**src/hdl/vtm_pkg.sv**
```systemverilog
package vtm_pkg;

  localparam int MODE_W = 2;
  localparam int SLOT_W = 4;
  localparam int DUR_W  = 16;
  localparam int TPM_W  = 8;
  localparam int PER_W  = 16;
  localparam int KIND_W = 2;
  localparam int SCHED_W = 32;
  // A scaled duration never needs more than the product width.
  localparam int TICK_W = DUR_W + TPM_W;

  localparam logic [TPM_W-1:0] TPM_RESET = 8'd32;

  localparam logic [MODE_W-1:0] MODE_START  = 2'd0;
  localparam logic [MODE_W-1:0] MODE_STOP   = 2'd1;
  localparam logic [MODE_W-1:0] MODE_PERIOD = 2'd2;
  localparam logic [MODE_W-1:0] MODE_EXPIRY = 2'd3;

  localparam logic [KIND_W-1:0] KIND_START  = 2'd0;
  localparam logic [KIND_W-1:0] KIND_EXPIRE = 2'd1;
  localparam logic [KIND_W-1:0] KIND_DONE   = 2'd2;

  typedef logic [TICK_W-1:0] tick_t;

  // Access bundle for the slot store: one read address, one write per memory.
  typedef struct packed {
    logic [SLOT_W-1:0] rd_addr;
    logic              rem_we;
    logic [SLOT_W-1:0] rem_waddr;
    tick_t             rem_wdata;
    logic              per_we;
    logic [SLOT_W-1:0] per_waddr;
    tick_t             per_wdata;
  } store_req_t;

endpackage

```
**src/hdl/vtm_slot_store.sv**
```systemverilog
module vtm_slot_store #(
  parameter int DEPTH = 16
) (
  input  logic               clk,
  input  vtm_pkg::store_req_t req,
  output vtm_pkg::tick_t     rem_q,
  output vtm_pkg::tick_t     per_q
);
  import vtm_pkg::*;

  localparam int IW = (DEPTH > 1) ? $clog2(DEPTH) : 1;

  tick_t rem_mem [DEPTH];
  tick_t per_mem [DEPTH];
  tick_t rem_q_r;
  tick_t per_q_r;

  // Remaining counts.
  always_ff @(posedge clk) begin
    if (req.rem_we) begin
      rem_mem[req.rem_waddr[IW-1:0]] <= req.rem_wdata;
    end
    rem_q_r <= rem_mem[req.rd_addr[IW-1:0]];
  end

  // Reload periods.
  always_ff @(posedge clk) begin
    if (req.per_we) begin
      per_mem[req.per_waddr[IW-1:0]] <= req.per_wdata;
    end
    per_q_r <= per_mem[req.rd_addr[IW-1:0]];
  end

  assign rem_q = rem_q_r;
  assign per_q = per_q_r;

endmodule

```
**src/hdl/virtual_timer_multiplexer_core.sv**
```systemverilog
// Channel  | Ports                                      | Handshake
// ---------+--------------------------------------------+------------------------------
// input    | in_mode, in_timer_id, in_duration_ms,      | taken when start && !busy
//          | in_periodic, in_new_period                 |
// result   | out_kind .. out_last                       | out_valid, one cycle, no stall
// config   | cfg_wdata (ticks_per_ms)                   | written when cfg_we
//
// Stop and set-period items finish at the edge that takes them; busy stays low.
// A start item registers its scaled duration, then writes the slot while busy;
// its reply appears as busy falls. An expiry walks the slot store one slot per
// cycle, then reports the soonest remaining slot or that the hardware is idle.
// Reset is synchronous and active low; it clears the flags and the scheduler
// state and sets the tick rate to 32. The receiver cannot stall results.
module virtual_timer_multiplexer_core #(
  parameter int NUM_SLOTS = 16
) (
  input  logic                       clk,
  input  logic                       rst_n,
  input  logic                       start,
  output logic                       busy,
  input  logic [vtm_pkg::MODE_W-1:0] in_mode,
  input  logic [vtm_pkg::SLOT_W-1:0] in_timer_id,
  input  logic [vtm_pkg::DUR_W-1:0]  in_duration_ms,
  input  logic                       in_periodic,
  input  logic [vtm_pkg::PER_W-1:0]  in_new_period,
  output logic                       out_valid,
  output logic [vtm_pkg::KIND_W-1:0] out_kind,
  output logic [vtm_pkg::SLOT_W-1:0] out_slot_id,
  output logic                       out_start_failed,
  output logic                       out_load_hw,
  output logic                       out_restart_hw,
  output logic [vtm_pkg::SCHED_W-1:0] out_schedule_ticks,
  output logic                       out_idle,
  output logic                       out_last,
  input  logic                       cfg_we,
  input  logic [vtm_pkg::TPM_W-1:0]  cfg_wdata
);
  import vtm_pkg::*;

  // Slot identifiers are four bits wide, so at most sixteen slots are usable.
  localparam int USABLE = (NUM_SLOTS > 16) ? 16 : NUM_SLOTS;
  localparam int IW     = (USABLE > 1) ? $clog2(USABLE) : 1;
  localparam int CW     = $clog2(USABLE + 1);

  localparam logic [1:0] ST_IDLE  = 2'd0;
  localparam logic [1:0] ST_START = 2'd1;
  localparam logic [1:0] ST_EXP   = 2'd2;

  logic [1:0] state_r, state_nxt;
  logic [TPM_W-1:0] tpm_r, tpm_nxt;
  logic [USABLE-1:0] active_r, active_nxt;
  logic [USABLE-1:0] reload_r, reload_nxt;
  logic hw_run_r, hw_run_nxt;
  tick_t ct_r, ct_nxt;

  // Start bookkeeping captured when the item is taken.
  tick_t ticks_r, ticks_nxt;
  logic [SLOT_W-1:0] slot_r, slot_nxt;
  logic per_r, per_nxt;
  logic full_r, full_nxt;

  // Expiry walk: read index, the slot whose data is on the read port, and the
  // running minimum over slots that stay active.
  logic [CW-1:0] rd_idx_r, rd_idx_nxt;
  logic [SLOT_W-1:0] pidx_r, pidx_nxt;
  logic pv_r, pv_nxt;
  logic found_r, found_nxt;
  tick_t best_r, best_nxt;

  logic out_valid_r, out_valid_nxt;
  logic [KIND_W-1:0] out_kind_r, out_kind_nxt;
  logic [SLOT_W-1:0] out_slot_r, out_slot_nxt;
  logic out_fail_r, out_fail_nxt;
  logic out_load_r, out_load_nxt;
  logic out_restart_r, out_restart_nxt;
  tick_t out_sched_r, out_sched_nxt;
  logic out_idle_r, out_idle_nxt;
  logic out_last_r, out_last_nxt;

  store_req_t req;
  tick_t rem_q;
  tick_t per_q;

  logic accept;
  logic id_ok;
  logic free_found;
  logic [SLOT_W-1:0] free_idx;
  logic load;
  logic p_act;
  logic p_rel;
  logic p_exp;
  logic p_keep;
  tick_t p_new;

  vtm_slot_store #(
    .DEPTH (USABLE)
  ) u_store (
    .clk   (clk),
    .req   (req),
    .rem_q (rem_q),
    .per_q (per_q)
  );

  assign accept = start && !busy;
  assign id_ok  = ({1'b0, in_timer_id} < 5'(USABLE));

  // Lowest free slot among the usable ones.
  always_comb begin
    free_found = 1'b0;
    free_idx   = '0;
    for (int i = USABLE - 1; i >= 0; i--) begin
      if (!active_r[i]) begin
        free_found = 1'b1;
        free_idx   = SLOT_W'(i);
      end
    end
  end

  // A new count reprograms the hardware when it is idle or the count is sooner.
  assign load = !hw_run_r || (ticks_r < ct_r);

  // The slot on the read port: it expires when the elapsed timeout covers it.
  assign p_act  = active_r[pidx_r[IW-1:0]];
  assign p_rel  = reload_r[pidx_r[IW-1:0]];
  assign p_exp  = p_act && (ct_r >= rem_q);
  assign p_keep = p_act && (!p_exp || p_rel);
  assign p_new  = p_exp ? per_q : (rem_q - ct_r);

  always_comb begin
    state_nxt  = state_r;
    tpm_nxt    = tpm_r;
    active_nxt = active_r;
    reload_nxt = reload_r;
    hw_run_nxt = hw_run_r;
    ct_nxt     = ct_r;
    ticks_nxt  = ticks_r;
    slot_nxt   = slot_r;
    per_nxt    = per_r;
    full_nxt   = full_r;
    rd_idx_nxt = rd_idx_r;
    pidx_nxt   = pidx_r;
    pv_nxt     = 1'b0;
    found_nxt  = found_r;
    best_nxt   = best_r;

    out_valid_nxt   = 1'b0;
    out_kind_nxt    = out_kind_r;
    out_slot_nxt    = out_slot_r;
    out_fail_nxt    = out_fail_r;
    out_load_nxt    = out_load_r;
    out_restart_nxt = out_restart_r;
    out_sched_nxt   = out_sched_r;
    out_idle_nxt    = out_idle_r;
    out_last_nxt    = out_last_r;

    req           = '0;
    req.rd_addr   = SLOT_W'(rd_idx_r);
    req.rem_waddr = slot_r;
    req.per_waddr = slot_r;
    req.rem_wdata = ticks_r;
    req.per_wdata = ticks_r;

    if (cfg_we) begin
      tpm_nxt = cfg_wdata;
    end

    case (state_r)
      ST_IDLE: begin
        if (accept) begin
          case (in_mode)
            MODE_START: begin
              // The scaled count is registered before it is compared or stored.
              ticks_nxt = TICK_W'(in_duration_ms) * TICK_W'(tpm_r);
              slot_nxt  = free_idx;
              per_nxt   = in_periodic;
              full_nxt  = !free_found;
              state_nxt = ST_START;
            end
            MODE_STOP: begin
              if (id_ok) begin
                active_nxt[in_timer_id[IW-1:0]] = 1'b0;
              end
            end
            MODE_PERIOD: begin
              req.per_we    = id_ok;
              req.per_waddr = in_timer_id;
              req.per_wdata = TICK_W'(in_new_period);
            end
            default: begin
              rd_idx_nxt = '0;
              found_nxt  = 1'b0;
              best_nxt   = '0;
              state_nxt  = ST_EXP;
            end
          endcase
        end
      end

      ST_START: begin
        out_valid_nxt   = 1'b1;
        out_kind_nxt    = KIND_START;
        out_last_nxt    = 1'b1;
        if (full_r) begin
          out_slot_nxt    = '0;
          out_fail_nxt    = 1'b1;
          out_load_nxt    = 1'b0;
          out_restart_nxt = 1'b0;
          out_sched_nxt   = '0;
          out_idle_nxt    = !hw_run_r;
        end else begin
          req.rem_we = 1'b1;
          req.per_we = 1'b1;
          active_nxt[slot_r[IW-1:0]] = 1'b1;
          reload_nxt[slot_r[IW-1:0]] = per_r;
          hw_run_nxt = 1'b1;
          if (load) begin
            ct_nxt = ticks_r;
          end
          out_slot_nxt    = slot_r;
          out_fail_nxt    = 1'b0;
          out_load_nxt    = load;
          out_restart_nxt = !hw_run_r;
          out_sched_nxt   = load ? ticks_r : '0;
          out_idle_nxt    = 1'b0;
        end
        state_nxt = ST_IDLE;
      end

      ST_EXP: begin
        // Issue the next read while the previous slot is being updated.
        if (rd_idx_r < CW'(USABLE)) begin
          pidx_nxt   = SLOT_W'(rd_idx_r);
          pv_nxt     = 1'b1;
          rd_idx_nxt = CW'(rd_idx_r + 1'b1);
        end

        if (pv_r) begin
          req.rem_we    = p_keep;
          req.rem_waddr = pidx_r;
          req.rem_wdata = p_new;
          if (p_exp && !p_rel) begin
            active_nxt[pidx_r[IW-1:0]] = 1'b0;
          end
          if (p_keep && (!found_r || (p_new < best_r))) begin
            found_nxt = 1'b1;
            best_nxt  = p_new;
          end
          if (p_exp) begin
            out_valid_nxt   = 1'b1;
            out_kind_nxt    = KIND_EXPIRE;
            out_slot_nxt    = pidx_r;
            out_fail_nxt    = 1'b0;
            out_load_nxt    = 1'b0;
            out_restart_nxt = 1'b0;
            out_sched_nxt   = '0;
            out_idle_nxt    = 1'b0;
            out_last_nxt    = 1'b0;
          end
        end else if (rd_idx_r == CW'(USABLE)) begin
          // Walk finished: schedule the soonest remaining slot or go idle.
          out_valid_nxt   = 1'b1;
          out_kind_nxt    = KIND_DONE;
          out_slot_nxt    = '0;
          out_fail_nxt    = 1'b0;
          out_restart_nxt = 1'b0;
          out_last_nxt    = 1'b1;
          out_load_nxt    = found_r;
          out_sched_nxt   = found_r ? best_r : '0;
          out_idle_nxt    = !found_r;
          if (found_r) begin
            ct_nxt = best_r;
          end else begin
            hw_run_nxt = 1'b0;
          end
          state_nxt = ST_IDLE;
        end
      end

      default: begin
        state_nxt = ST_IDLE;
      end
    endcase
  end

  always_ff @(posedge clk) begin
    if (!rst_n) begin
      state_r     <= ST_IDLE;
      tpm_r       <= TPM_RESET;
      active_r    <= '0;
      reload_r    <= '0;
      hw_run_r    <= 1'b0;
      ct_r        <= '0;
      rd_idx_r    <= '0;
      pv_r        <= 1'b0;
      found_r     <= 1'b0;
      out_valid_r <= 1'b0;
    end else begin
      state_r     <= state_nxt;
      tpm_r       <= tpm_nxt;
      active_r    <= active_nxt;
      reload_r    <= reload_nxt;
      hw_run_r    <= hw_run_nxt;
      ct_r        <= ct_nxt;
      rd_idx_r    <= rd_idx_nxt;
      pv_r        <= pv_nxt;
      found_r     <= found_nxt;
      out_valid_r <= out_valid_nxt;
    end
  end

  // Payload registers carry no reset.
  always_ff @(posedge clk) begin
    ticks_r       <= ticks_nxt;
    slot_r        <= slot_nxt;
    per_r         <= per_nxt;
    full_r        <= full_nxt;
    pidx_r        <= pidx_nxt;
    best_r        <= best_nxt;
    out_kind_r    <= out_kind_nxt;
    out_slot_r    <= out_slot_nxt;
    out_fail_r    <= out_fail_nxt;
    out_load_r    <= out_load_nxt;
    out_restart_r <= out_restart_nxt;
    out_sched_r   <= out_sched_nxt;
    out_idle_r    <= out_idle_nxt;
    out_last_r    <= out_last_nxt;
  end

  assign busy               = (state_r != ST_IDLE);
  assign out_valid          = out_valid_r;
  assign out_kind           = out_kind_r;
  assign out_slot_id        = out_slot_r;
  assign out_start_failed   = out_fail_r;
  assign out_load_hw        = out_load_r;
  assign out_restart_hw     = out_restart_r;
  assign out_schedule_ticks = SCHED_W'(out_sched_r);
  assign out_idle           = out_idle_r;
  assign out_last           = out_last_r;

  // The closing item of an event shows only once the block is free again.
  a_last_not_busy : assert property (@(posedge clk) disable iff (!rst_n)
    out_valid && out_last |-> !busy)
    else $error("final result shown while busy");

  // Expired-slot items come only from an expiry walk still in progress.
  a_mid_busy : assert property (@(posedge clk) disable iff (!rst_n)
    out_valid && !out_last |-> busy && (out_kind == KIND_EXPIRE))
    else $error("expired slot reported outside an expiry walk");

  // Whatever is programmed into the hardware is the tracked timeout.
  a_load_matches : assert property (@(posedge clk) disable iff (!rst_n)
    out_valid && out_load_hw |-> out_schedule_ticks == SCHED_W'(ct_r) && hw_run_r)
    else $error("programmed count differs from tracked timeout");

  // A counter restart always comes with a load.
  a_restart_load : assert property (@(posedge clk) disable iff (!rst_n)
    out_valid && out_restart_hw |-> out_load_hw)
    else $error("restart without load");

endmodule
```
**config.mk**
```make
export PLATFORM = sky130hd
export DESIGN_NAME = virtual_timer_multiplexer_core
export DESIGN_NICKNAME = d
export VERILOG_FILES = /design/src/hdl/vtm_pkg.sv /design/src/hdl/vtm_slot_store.sv /design/src/hdl/virtual_timer_multiplexer_core.sv
export SDC_FILE = /design/constraint.sdc
export NUM_CORES = 2
export LEC_CHECK = 0
export BUFFER_PORTS_ARGS = -buffer_cell sky130_fd_sc_hd__buf_2
export CAP_MARGIN = 40
export CORE_MARGIN = 2
export CORE_UTILIZATION = 52
export DETAILED_ROUTE_END_ITERATION = 16
export GPL_TIMING_DRIVEN = 1
export HOLD_SLACK_MARGIN = 0.05
export PLACE_DENSITY = 0.7
export SLEW_MARGIN = 5
export SYNTH_ARGS = -nofsm -noshare
export SYNTH_HDL_FRONTEND = slang
export SYNTH_SLANG_ARGS = --single-unit
```
**constraint.sdc**
```tcl
create_clock -name clk -period 8.9 [get_ports clk]
set_clock_uncertainty 0.1 [all_clocks]
set_input_delay 1.78 -clock clk [delete_from_list [all_inputs] [get_ports clk]]
set_output_delay 1.78 -clock clk [all_outputs]
set_load 0.05 [all_outputs]
```
==> reports/summary.txt <==
CP Launch Type -> flop
Leading area contributor after synthesis -> edfxtp_1
Register Area -> 28,330 sq um
CTS max path bufs -> 3
Antenna violations before repair -> 13
Crit path max-delay family -> compound AO/OA/AOI/OAI gates
Chip width -> 296.6 um
Largest net degree at the start of global routing -> 109
Post-CTS sizing -> 0
Mean Syn Cell Area -> 15.93 sq um
Setup bufs post-CTS -> 0
Layout cells sized above 1 -> 22.09%
Pleak -> 0.01706 uW
Initial Utilization -> 52.39%
Commonest cells in the netlist -> edfxtp_1, mux4_2, nand2_1
TritonCTS buffer count -> 98
Hold-fix buffers, CTS -> 0
IO Count -> 96
Post-layout minimum cycle time -> 5.910 ns
Critical Path Fanout Max -> 30
Post-synth EDFFs -> 861
Placed Instances -> 3,969
Final setup fails -> 0
Multi-input gate area -> 15,220 sq um
TritonCTS clock tree -> built
Vias per cell -> 6.262
First drt pass iteration count -> 6
Final period utilization -> 66.40%
CP bufs+invs -> 4
Crit path DAT -> 6.14 ns
Fraction of registers with async set/reset -> 0%
Post-route worst setup slack -> 2.990 ns
Worst path cell trace -> inv_1 > ha_1 > nand4_1 > nor3_1 > a221o_1 > a211oi_2 > o21ai_2 > buf_4 > mux2i_1 > inv_1 > ha_1 > a21o_1 > a21o_1 > a21oi_1 > o21ai_0 > a21oi_1 > o221ai_1 > o21ai_0 > o2bb2ai_2 > buf_4
Cells after Synth -> 2,796
Area Overhead vs Synth -> 12.82%
Clock H-tree levels -> 3
Yosys top cell area share -> 58.06%
TritonCTS Sinks -> 984
First-pass GRT wire length -> 168,700 um
Setup_tns -> 0 ns
Global placer's final weighted congestion -> 0.9669
Sequential area share after synthesis -> 63.59%
Count leader, synth -> edfxtp_1
Vias -> 26,050
Worst-Margin Slew -> 0.9379 ns
Max Cap Viol -> 0
CP max stage delay -> 0.51 ns
Final ANT Viol Nets -> 0
Maximum VDD drop -> 169.6 uV
Row count -> 107
Fmax achieved -> 169.2 MHz
Drt total wl -> 114,800 um
Clock Latency Late Sink -> 0.70 ns
Post-route DRC -> 0
Post-Route Utilization -> 59.10%
Slew Limit Fails -> 0
Post-DR wirelength/cell -> 27.58 um
RSZ-0062 raised after global routing -> false
Final std cells w/o fill -> 4,160
Final-stage net count -> 3,186
Clock-pin slew on the worst setup and hold paths -> 0.06 ns
Synth Register Bits -> 984
Clock root buffer master -> clkbuf_16
Top cells by area, synth -> edfxtp_1, mux4_2, dfxtp_1
Total die area -> 88,000 sq um
Status -> finished, final reports clean
Crit path required time -> 9.13 ns
Hold WC Path Type -> flop to flop
Drt first-iter violations -> 3,248
Grt total ovfl -> 0
Unique masters post-synth -> 72
Crit path capture type -> flop
Netlist Area Pre-Place -> 44,530 sq um
Die height -> 296.6 um
Core Footprint -> 85,010 sq um
Critical path class -> flop to flop
CP max-delay cell -> mux2i_1
Design Power -> 11,940 uW
Hpwl dp -> 72,260 um
I/O Buffers -> 87
Ys flop type -> edfxtp_1
Number of hold violations in the final report -> 0
Gr usage total -> 26.47%
Synth warnings -> 0
Pre-CTS setup slack -> 2.418 ns
Pwr/cell area -> 237.6 nW/um^2
Number of global-route vias before repair -> 25,810
Worst slew margin -> 37.47%
Filler instances -> 6,229
## state kept, by name (all words and copies together), names as in the netlist, 5 cells and up
register / count
active_r: 16
best_r: 24
ct_r: 24
out_sched_r: 24
rd_idx_r: 5
reload_r: 16
ticks_r: 24
tpm_r: 8
u_store.per_mem: 384
u_store.per_q: 24
u_store.rem_mem: 384
u_store.rem_q: 24
## cells by family (layout without fill, tap and decap cells)
kind of cell    after synthesis  in the layout  share of synthesized area, %
compound gates              367            367                         5.585
xor+xnor                     34             34                        0.6687
fa+ha+maj                   209            209                         7.305
buf+inv                     310            518                         2.739
flops                       984            984                         63.59
mux                         300            300                         13.87
other cells                   1             13                      0.008421
simple gates                591            591                         6.234
## worst paths after layout
| check | start | to | slack [ns] | cells after the start |
|---|---|---|---|---|
| hold / removal | reload_r[1] | reload_r[1] | 0.36 | 2 |
| setup / recovery | ct_r[18] | best_r[22] | 2.99 | 20 |
| setup reg to reg | ct_r[18] | best_r[22] | 2.99 | 20 |
| hold reg to reg | reload_r[1] | reload_r[1] | 0.36 | 2 |
## worst min-delay path, delay by kind of cell, from the launching register on
kind            cells  cell delay [ns]
compound gates      1             0.05
flops               1             0.31
simple gates        1             0.05
## power breakdown
part / internal, uW / switching [uW] / leakage, uW
sequential: 5260 / 131 / 0.00880
combinational: 777 / 1390 / 0.00658
clock: 2610 / 1770 / 0.00168
## routing by layer
layer  vias to the layer above  routed length, um  track usage [%]
met5                         -                 80                0
met4                        12               2918            8.019
met3                       216              11380            6.231
met2                      1362              54280            41.75
met1                     13420              46090            36.97
li1                      11040                  -                -
## layout make-up
class / count / area share [%]
clock buffer: 123 / 5.252
clock inverter: 62 / 1.586
antenna: 5 / 0.02490
inverter: 167 / 1.250
timing repair buffer: 166 / 2.366
multi-input combinational: 1509 / 30.29
sequential: 984 / 56.39
tap: 1144 / 2.849
## layout by cell type (no fill, tap or decap), types with 9 or more instances in the layout
cell and instances:
edfxtp_1 861, clkinv_1 9, nor3_1 25, a211oi_1 13, nor2_2 19, nand2_1 185
buf_12 9, xor2_1 17, dfxtp_1 119, xnor2_1 17, ha_1 123, nand3_1 35
nor2_1 127, and2_1 78, and3_1 10, nor2_4 14, mux4_2 243, nand2b_1 20
o21ai_0 51, inv_1 164, bufinv_16 17, clkinv_2 22, a221oi_1 25, mux2i_1 21
fa_1 85, a21oi_1 85, buf_2 87, nor2b_1 17, buf_4 65, o22ai_1 42
clkbuf_1 19, a22o_1 25, mux2_2 30, or2_2 9, a31oi_1 14, clkbuf_16 100
nand4_1 23, o31ai_1 11, a21o_1 24
## through the flow
stage	hold slack (ns)	cell area, sq um
2_1_floorplan	0.3064	44560
3_3_place_gp	0.3373	46520
6_report	0.3557	50240
4_1_cts	0.3533	50230
3_5_place_dp	0.3449	46790
5_1_grt	0.3750	50240
Power figures use the tool's default switching activity.
